$ cat config.mk
export PLATFORM = sky130hd
export DESIGN_NAME = cave_automaton_generation
export DESIGN_NICKNAME = d
export VERILOG_FILES = /design/src/rtl/core/cag_pkg.sv /design/src/rtl/core/cag_lane.sv /design/src/rtl/core/cag_row_gen.sv /design/src/rtl/core/cag_out_queue.sv /design/src/rtl/core/cave_automaton_generation.sv
export SDC_FILE = /design/constraint.sdc
export NUM_CORES = 2
export LEC_CHECK = 0
export BUFFER_PORTS_ARGS = -buffer_cell sky130_fd_sc_hd__buf_4
export CAP_MARGIN = 5
export CORE_MARGIN = 4
export CORE_UTILIZATION = 33
export CTS_CLUSTER_DIAMETER = 50
export DETAILED_ROUTE_END_ITERATION = 10
export PLACE_DENSITY = 0.59
export SETUP_SLACK_MARGIN = 0.1
export SYNTH_ARGS = -nofsm -noshare
export SYNTH_HDL_FRONTEND = slang
export SYNTH_SLANG_ARGS = --single-unit
$ cat constraint.sdc
create_clock -name clk -period 17.9 [get_ports clk]
set_clock_uncertainty 0.15 [all_clocks]
set_input_delay 0.895 -clock clk [delete_from_list [all_inputs] [get_ports clk]]
set_output_delay 0.895 -clock clk [all_outputs]
set_load 0.05 [all_outputs]
$ cat src/rtl/core/cag_pkg.sv
`timescale 1ns / 1ps
`default_nettype none

package cag_pkg;

    localparam int DEF_MAX_WIDTH  = 64;
    localparam int DEF_MAX_HEIGHT = 4096;
    localparam int COUNTER_SPAN   = 4096;

    localparam int GW_W       = 7;
    localparam int GH_W       = 13;
    localparam int LIM_W      = 4;
    localparam int ROWNUM_W   = 12;
    localparam int CFG_DATA_W = 13;
    localparam int CFG_IDX_W  = 2;
    localparam int NCNT_W     = 4;

    localparam logic [GW_W-1:0]  RESET_WIDTH  = 7'd64;
    localparam logic [GH_W-1:0]  RESET_HEIGHT = 13'd64;
    localparam logic [LIM_W-1:0] RESET_DEATH  = 4'd2;
    localparam logic [LIM_W-1:0] RESET_BIRTH  = 4'd3;
    localparam logic [GW_W-1:0]  MIN_WIDTH    = 7'd3;
    localparam logic [GH_W-1:0]  MIN_HEIGHT   = 13'd3;

    typedef enum logic [CFG_IDX_W-1:0] {
        CFG_GRID_WIDTH  = 2'd0,
        CFG_GRID_HEIGHT = 2'd1,
        CFG_DEATH_LIMIT = 2'd2,
        CFG_BIRTH_LIMIT = 2'd3
    } cfg_index_t;

    typedef struct packed {
        logic [ROWNUM_W-1:0] row_number;
        logic                last_of_run;
        logic                frame_end;
    } meta_t;

endpackage

`default_nettype wire

$ cat src/rtl/core/cag_lane.sv
`timescale 1ns / 1ps
`default_nettype none

module cag_lane (
    input  wire logic [2:0]                up,
    input  wire logic [2:0]                mid,
    input  wire logic [2:0]                dn,
    input  wire logic [cag_pkg::LIM_W-1:0] death_limit,
    input  wire logic [cag_pkg::LIM_W-1:0] birth_limit,
    output logic                           rock
);
    import cag_pkg::*;

    logic [NCNT_W-1:0] count;

    always_comb
    begin
        count = NCNT_W'(up[0]) + NCNT_W'(up[1]) + NCNT_W'(up[2])
              + NCNT_W'(mid[0]) + NCNT_W'(mid[2])
              + NCNT_W'(dn[0]) + NCNT_W'(dn[1]) + NCNT_W'(dn[2]);
        if (mid[1])
            rock = (count >= death_limit);
        else
            rock = (count > birth_limit);
    end

endmodule

`default_nettype wire

$ cat src/rtl/core/cag_row_gen.sv
`timescale 1ns / 1ps
`default_nettype none

module cag_row_gen #(
    parameter int MAX_WIDTH = cag_pkg::DEF_MAX_WIDTH
) (
    input  wire logic [MAX_WIDTH-1:0]      older_row,
    input  wire logic [MAX_WIDTH-1:0]      newer_row,
    input  wire logic [MAX_WIDTH-1:0]      cur_row,
    input  wire logic [cag_pkg::GW_W-1:0]  width_eff,
    input  wire logic [cag_pkg::LIM_W-1:0] death_limit,
    input  wire logic [cag_pkg::LIM_W-1:0] birth_limit,
    input  wire logic                      first_row,
    output logic [MAX_WIDTH-1:0]           next_row,
    output logic [MAX_WIDTH-1:0]           mask
);
    import cag_pkg::*;

    logic [MAX_WIDTH-1:0] above;
    logic [MAX_WIDTH-1:0] middle;
    logic [MAX_WIDTH-1:0] below;
    logic [MAX_WIDTH-1:0] lane_rock;

    always_comb
    begin
        for (int x = 0; x < MAX_WIDTH; x++)
        begin
            mask[x] = (GW_W'(x) < width_eff);
        end
    end

    assign above  = older_row & mask;
    assign middle = newer_row & mask;
    assign below  = cur_row & mask;

    for (genvar x = 0; x < MAX_WIDTH; x++)
    begin : g_lane
        logic [2:0] up_w;
        logic [2:0] mid_w;
        logic [2:0] dn_w;

        if (x == 0)
        begin : g_left
            assign up_w[0]  = 1'b0;
            assign mid_w[0] = 1'b0;
            assign dn_w[0]  = 1'b0;
        end
        else
        begin : g_left
            assign up_w[0]  = above[x-1];
            assign mid_w[0] = middle[x-1];
            assign dn_w[0]  = below[x-1];
        end

        if (x == MAX_WIDTH - 1)
        begin : g_right
            assign up_w[2]  = 1'b0;
            assign mid_w[2] = 1'b0;
            assign dn_w[2]  = 1'b0;
        end
        else
        begin : g_right
            assign up_w[2]  = above[x+1];
            assign mid_w[2] = middle[x+1];
            assign dn_w[2]  = below[x+1];
        end

        assign up_w[1]  = above[x];
        assign mid_w[1] = middle[x];
        assign dn_w[1]  = below[x];

        cag_lane u_lane (
            .up          (up_w),
            .mid         (mid_w),
            .dn          (dn_w),
            .death_limit (death_limit),
            .birth_limit (birth_limit),
            .rock        (lane_rock[x])
        );
    end

    // merge: border columns and the top row are rock, cells past the width are zero
    always_comb
    begin
        for (int x = 0; x < MAX_WIDTH; x++)
        begin
            next_row[x] = mask[x] & (first_row | (x == 0) |
                          (GW_W'(x) == width_eff - GW_W'(1)) | lane_rock[x]);
        end
    end

endmodule

`default_nettype wire

$ cat src/rtl/core/cag_out_queue.sv
`timescale 1ns / 1ps
`default_nettype none

module cag_out_queue #(
    parameter int MAX_WIDTH = cag_pkg::DEF_MAX_WIDTH
) (
    input  wire logic                 clk,
    input  wire logic                 rst_n,
    input  wire logic [1:0]           push_cnt,
    input  wire logic [MAX_WIDTH-1:0] a_row,
    input  wire cag_pkg::meta_t       a_meta,
    input  wire logic [MAX_WIDTH-1:0] b_row,
    input  wire cag_pkg::meta_t       b_meta,
    input  wire logic                 out_stall,
    output logic                      out_valid,
    output logic [MAX_WIDTH-1:0]      head_row,
    output cag_pkg::meta_t            head_meta,
    output logic [1:0]                level
);
    import cag_pkg::*;

    logic [MAX_WIDTH-1:0] row0_reg, row0_next;
    logic [MAX_WIDTH-1:0] row1_reg, row1_next;
    meta_t                meta0_reg, meta0_next;
    meta_t                meta1_reg, meta1_next;
    logic [1:0]           count_reg, count_next;
    logic                 pop;
    logic [1:0]           remain;

    assign out_valid = (count_reg != 2'd0);
    assign pop       = out_valid & ~out_stall;
    assign remain    = count_reg - 2'(pop);

    always_comb
    begin
        row0_next  = row0_reg;
        row1_next  = row1_reg;
        meta0_next = meta0_reg;
        meta1_next = meta1_reg;
        case (remain)
            2'd0:
            begin
                row0_next  = a_row;
                meta0_next = a_meta;
                row1_next  = b_row;
                meta1_next = b_meta;
            end
            2'd1:
            begin
                if (pop)
                begin
                    row0_next  = row1_reg;
                    meta0_next = meta1_reg;
                end
                row1_next  = a_row;
                meta1_next = a_meta;
            end
            default:
            begin
                row0_next = row0_reg;
            end
        endcase
        count_next = remain + push_cnt;
    end

    always_ff @(posedge clk or negedge rst_n)
    begin
        if (!rst_n)
        begin
            count_reg <= 2'd0;
        end
        else
        begin
            count_reg <= count_next;
        end
    end

    always_ff @(posedge clk)
    begin
        row0_reg  <= row0_next;
        row1_reg  <= row1_next;
        meta0_reg <= meta0_next;
        meta1_reg <= meta1_next;
    end

    assign head_row  = row0_reg;
    assign head_meta = meta0_reg;
    assign level     = count_reg;

endmodule

`default_nettype wire

$ cat src/rtl/core/cave_automaton_generation.sv
// Output: result beats are registered in the result queue and offered from its head.
// Throughput: one row per cycle while row_stall is low; a frame's last row yields two
// beats and is held off until both entries of the two-entry result queue are free.
// Rate is set by the 64 neighbor-count lanes working on one row per clock.
// Reset: asynchronous, active low; registers return to their defaults, row buffers
// clear, the row counter restarts at row zero and the result queue empties.
`timescale 1ns / 1ps
`default_nettype none

module cave_automaton_generation #(
    parameter int MAX_WIDTH  = cag_pkg::DEF_MAX_WIDTH,
    parameter int MAX_HEIGHT = cag_pkg::DEF_MAX_HEIGHT
) (
    input  wire logic                           clk,
    input  wire logic                           rst_n,
    input  wire logic                           cfg_we,
    input  wire logic [cag_pkg::CFG_IDX_W-1:0]  cfg_index,
    input  wire logic [cag_pkg::CFG_DATA_W-1:0] cfg_data,
    input  wire logic                           row_valid,
    output logic                                row_stall,
    input  wire logic [MAX_WIDTH-1:0]           row_cells,
    output logic                                result_valid,
    input  wire logic                           result_stall,
    output logic [MAX_WIDTH-1:0]                next_row_cells,
    output logic [cag_pkg::ROWNUM_W-1:0]        row_number,
    output logic                                last_of_run,
    output logic                                frame_end
);
    import cag_pkg::*;

    localparam int HSPAN = (MAX_HEIGHT < COUNTER_SPAN) ? MAX_HEIGHT : COUNTER_SPAN;
    localparam int CNT_W = $clog2(HSPAN);

    logic [GW_W-1:0]      grid_width_reg;
    logic [GH_W-1:0]      grid_height_reg;
    logic [LIM_W-1:0]     death_limit_reg;
    logic [LIM_W-1:0]     birth_limit_reg;
    logic [MAX_WIDTH-1:0] older_reg, older_next;
    logic [MAX_WIDTH-1:0] newer_reg, newer_next;
    logic [CNT_W-1:0]     row_cnt_reg, row_cnt_next;

    logic [GW_W-1:0]      width_eff;
    logic [CNT_W:0]       height_eff;
    logic [CNT_W:0]       cnt_plus1;
    logic                 last;
    logic                 has_first;
    logic [1:0]           need;
    logic [1:0]           level;
    logic                 accept;
    logic [1:0]           push_cnt;
    logic [MAX_WIDTH-1:0] gen_row;
    logic [MAX_WIDTH-1:0] mask;
    meta_t                first_meta;
    meta_t                last_meta;
    logic [MAX_WIDTH-1:0] a_row;
    meta_t                a_meta;
    meta_t                head_meta;

    always_comb
    begin
        if (grid_width_reg < MIN_WIDTH)
            width_eff = MIN_WIDTH;
        else if (grid_width_reg > GW_W'(MAX_WIDTH))
            width_eff = GW_W'(MAX_WIDTH);
        else
            width_eff = grid_width_reg;

        if (grid_height_reg < MIN_HEIGHT)
            height_eff = (CNT_W+1)'(MIN_HEIGHT);
        else if (grid_height_reg > GH_W'(HSPAN))
            height_eff = (CNT_W+1)'(HSPAN);
        else
            height_eff = grid_height_reg[CNT_W:0];
    end

    assign cnt_plus1 = {1'b0, row_cnt_reg} + (CNT_W+1)'(1);
    assign last      = (cnt_plus1 >= height_eff);
    assign has_first = (row_cnt_reg != CNT_W'(0));
    assign need      = 2'(has_first) + 2'(last);
    assign row_stall = ((3'(level) + 3'(need)) > 3'd2);
    assign accept    = row_valid & ~row_stall;
    assign push_cnt  = accept ? need : 2'd0;

    always_ff @(posedge clk or negedge rst_n)
    begin
        if (!rst_n)
        begin
            grid_width_reg  <= RESET_WIDTH;
            grid_height_reg <= RESET_HEIGHT;
            death_limit_reg <= RESET_DEATH;
            birth_limit_reg <= RESET_BIRTH;
        end
        else if (cfg_we)
        begin
            unique case (cfg_index_t'(cfg_index))
                CFG_GRID_WIDTH:  grid_width_reg  <= cfg_data[GW_W-1:0];
                CFG_GRID_HEIGHT: grid_height_reg <= cfg_data[GH_W-1:0];
                CFG_DEATH_LIMIT: death_limit_reg <= cfg_data[LIM_W-1:0];
                CFG_BIRTH_LIMIT: birth_limit_reg <= cfg_data[LIM_W-1:0];
                default:         grid_width_reg  <= grid_width_reg;
            endcase
        end
    end

    cag_row_gen #(
        .MAX_WIDTH (MAX_WIDTH)
    ) u_row_gen (
        .older_row   (older_reg),
        .newer_row   (newer_reg),
        .cur_row     (row_cells),
        .width_eff   (width_eff),
        .death_limit (death_limit_reg),
        .birth_limit (birth_limit_reg),
        .first_row   (row_cnt_reg == CNT_W'(1)),
        .next_row    (gen_row),
        .mask        (mask)
    );

    always_comb
    begin
        older_next   = older_reg;
        newer_next   = newer_reg;
        row_cnt_next = row_cnt_reg;
        if (accept)
        begin
            older_next   = newer_reg;
            newer_next   = row_cells & mask;
            row_cnt_next = last ? CNT_W'(0) : cnt_plus1[CNT_W-1:0];
        end
    end

    always_ff @(posedge clk or negedge rst_n)
    begin
        if (!rst_n)
        begin
            older_reg   <= '0;
            newer_reg   <= '0;
            row_cnt_reg <= '0;
        end
        else
        begin
            older_reg   <= older_next;
            newer_reg   <= newer_next;
            row_cnt_reg <= row_cnt_next;
        end
    end

    always_comb
    begin
        first_meta.row_number  = ROWNUM_W'(row_cnt_reg - CNT_W'(1));
        first_meta.last_of_run = ~last;
        first_meta.frame_end   = 1'b0;
        last_meta.row_number   = ROWNUM_W'(height_eff - (CNT_W+1)'(1));
        last_meta.last_of_run  = 1'b1;
        last_meta.frame_end    = 1'b1;
        // the bottom border beat goes first when the row made no regular beat
        a_row  = has_first ? gen_row : mask;
        a_meta = has_first ? first_meta : last_meta;
    end

    cag_out_queue #(
        .MAX_WIDTH (MAX_WIDTH)
    ) u_out_queue (
        .clk       (clk),
        .rst_n     (rst_n),
        .push_cnt  (push_cnt),
        .a_row     (a_row),
        .a_meta    (a_meta),
        .b_row     (mask),
        .b_meta    (last_meta),
        .out_stall (result_stall),
        .out_valid (result_valid),
        .head_row  (next_row_cells),
        .head_meta (head_meta),
        .level     (level)
    );

    assign row_number  = head_meta.row_number;
    assign last_of_run = head_meta.last_of_run;
    assign frame_end   = head_meta.frame_end;

endmodule

`default_nettype wire

==> impl_results.md <==
- Routed vias/inst: 5.24
- Distinct cells, synth: between 80 and 90
- Run status: finished clean
- Max clock buf depth: 3
- CTS buffer count: 61
- Latest clock arrival within the worst-skew pair: roughly 0.67 ns
- Relative slew slack: between 10% and 20%
- RSZ-0062 raised after global routing: no
- # IOs: ~160
- Fill count: approximately 11k
- Post-Synthesis Cells: ~4.2k
- Slew Limit Fails: 0
- R2R depth: 18
- Arr. time, crit path: a little under 7 ns
- RR Startpoint: grid_width_reg[5]
- Met2 WL: between 50 and 60 mm
- Routed wire length: between 100 and 150 mm
- HP Class: in -> async
- Total track usage: around 20%
- Root Driver: clkbuf_16
- Syn avg cell area: between 8 and 9 µm²
- Clock-pin slew on the worst setup and hold paths: roughly 0.06 ns
- Sequential fraction of the synthesis area: a little under a quarter
- Initial core utilization: between 30% and 40%
- Top-count cell post-synth: ha_1
- FF-to-FF setup slack: 11.27 ns
- Row cnt: between 100 and 150
- CTS tree: done
- 1st-pass router iterations: 6
- Remaining antenna violation count: 0
- Post-synth top area share: between 20% and 30%
- Vias in the first global route: around 31k
- Synthesis-stage register bit count: about 330
- WS Path Type: reg -> reg
- Main combinational cell family by area after synthesis: adder cells
- GP Congestion: approximately 0.87
- Antenna violations before repair: 4
- Die Y: 346 µm
- Peak fanout along the critical path: 29
- Initial DRC count: approximately 2.4k
- Clock sink total: ~330
- Nets: ~5.3k
- DRC viols: 0
- CTS Hold Buffers Added: 0
- Final Hold Fails: 0
- Post-synthesis mux area share: around 1.7%
- CTS resizes: 0
- PortBufs: about 160
- Full die area: between 0.1 and 0.15 mm²
- Compound-Gate Fraction of Synth Area: about 14%
- Overall die width: about 350 µm
- Global-route wire length before repair: 184 mm
- Area growth from synthesis to final layout: 13.6%
- Fmax: ~150 MHz
- Max-cap violation count: 0
- Hpwl dp: 89.9 mm
- Syn. warnings: 0
- Top sig layer: met5
- WL met3: roughly 9.4 mm
- Yosys top cell by area: ha_1
- Main flop type after synthesis: dfrtp_1
- Worst slew pin tran: approximately 1.2 ns
- Syn Nets: 5209
- Sum Neg Setup Slack: 0 ns
- Layout Utilization: about 38%
- Top area cells in the synthesized netlist: ha_1, edfxtp_1, fa_1
- Most frequent cells after synthesis: ha_1, inv_1, nand2_1
- Mapped cell area: roughly 0.038 mm²
- Worst setup startpoint: grid_width_reg[5]
- Wl on met1: ~52 mm
- CP endpoint: u_out_queue.row1_reg[3]
- FFs w/ async S/R, synth: between 50 and 60%
- Grt ovf: 0
- R2r endpoint: u_out_queue.row1_reg[3]
- Crit path time final: roughly 6.6 ns
- Post-place setup slack: approximately 11 ns
- Setup crit start kind: flip-flop
- Share of cells above drive strength 1: about a tenth
- Post-CTS Setup Repair Bufs: 0
- Largest net degree at the start of global routing: 95
- Routed wire per std cell: 20.7 µm
- Core area: 0.113 mm²
- WP data required: approximately 18 ns
- EDFF count, synth: about 160
- Slack of the critical path: ~11 ns
- Endpoints failing setup: 0
- H-tree lvl count: 2
- Crit. End Element: flip-flop
- Synth Area in XOR/XNOR: under 10%
- Simple-gate share of the synthesized area: 14.7%
- Adder-cell area share of the yosys netlist: between 30% and 40%
- Crit share post-route: a little under two fifths
- Via count: roughly 31k
==> layout make-up <==
| type | count | area, µm² | area share [%] |
|---|---|---|---|
| inverter | 578 | 2170 | 5.08 |
| tap | 1500 | 1880 | 4.39 |
| sequential | 326 | 8950 | 20.9 |
| timing repair buffer | 203 | 1530 | 3.58 |
| multi-input combinational | 3171 | 26000 | 60.9 |
| antenna | 2 | 5.00 | 0.0117 |
| clock inverter | 49 | 613 | 1.43 |
| clock buffer | 66 | 1580 | 3.68 |
==> stage by stage <==
stage	area, µm²	hold WS [ns]	instances
2_1_floorplan	37700	0.287	4201
5_1_grt	42800	0.135	5894
6_report	42800	0.0994	5895
4_1_cts	42800	0.102	5893
3_3_place_gp	40600	0.301	5778
3_5_place_dp	40600	0.304	5778
==> routing by layer <==
metal	track usage, %	up-vias
met1	26.0	15000
met4	6.92	4
met3	4.45	222
li1	-	14700
met5	0	-
met2	32.6	1038
==> worst max-delay path, stage by stage (launching register included) <==
cell and delay (ns):
dfrtp_1 0.74, or2_2 0.62, or3_1 0.59, o21ai_0 0.39, inv_1 0.14, ha_1 0.30, inv_1 0.05, fa_1 0.50
fa_1 0.45, fa_1 0.45, fa_1 0.50, inv_1 0.06, ha_1 0.28, nor2b_1 0.13, o211ai_1 0.15, a21oi_1 0.08
mux2_2 0.27, a311oi_1 0.36, a21oi_1 0.13
==> cell families (layout without fill, tap and decap cells) <==
logic type | after synthesis | in the layout
XOR/XNOR | 126 | 126
other | 1 | 3
multiplexers | 59 | 59
AND/OR/NAND/NOR | 1181 | 1181
adder cells (fa/ha/maj) | 924 | 924
flip-flops | 326 | 326
buffers and inverters | 704 | 896
AO/OA/AOI/OAI | 880 | 880
==> cells in the final DEF, fill, tap and decap left out, drive strengths merged, types with 20 or more instances in the layout <==
cell type / instances
o21ai: 250
o21a: 60
o31ai: 27
xnor2: 103
dfrtp: 165
nor3: 44
nand2: 569
nand4: 46
inv: 595
mux2: 45
o21bai: 20
nor2b: 128
xor2: 23
and2: 21
and3: 22
a31oi: 30
a21oi: 284
edfxtp: 156
buf: 202
clkbuf: 67
nand3: 40
a211oi: 31
fa: 234
ha: 690
or2: 22
a21o: 49
nand2b: 70
nor2: 166
o211ai: 26
==> worst min path at each step <==
stage                             start  depth (start not counted)                  end  slack (ns)
final                             rst_n                          1  grid_height_reg[11]         0.1
after global placement    older_reg[34]                          2        older_reg[34]        0.30
after detailed placement  older_reg[37]                          2        older_reg[37]        0.30
after CTS                         rst_n                          1   grid_height_reg[0]        0.10
after floorplan           older_reg[30]                          2        older_reg[30]        0.29
after global routing              rst_n                          1   grid_height_reg[2]        0.13
Power is left out: the tool's default activity adds up to more than one toggle a clock period on the data nets, which glitch-free logic cannot reach.
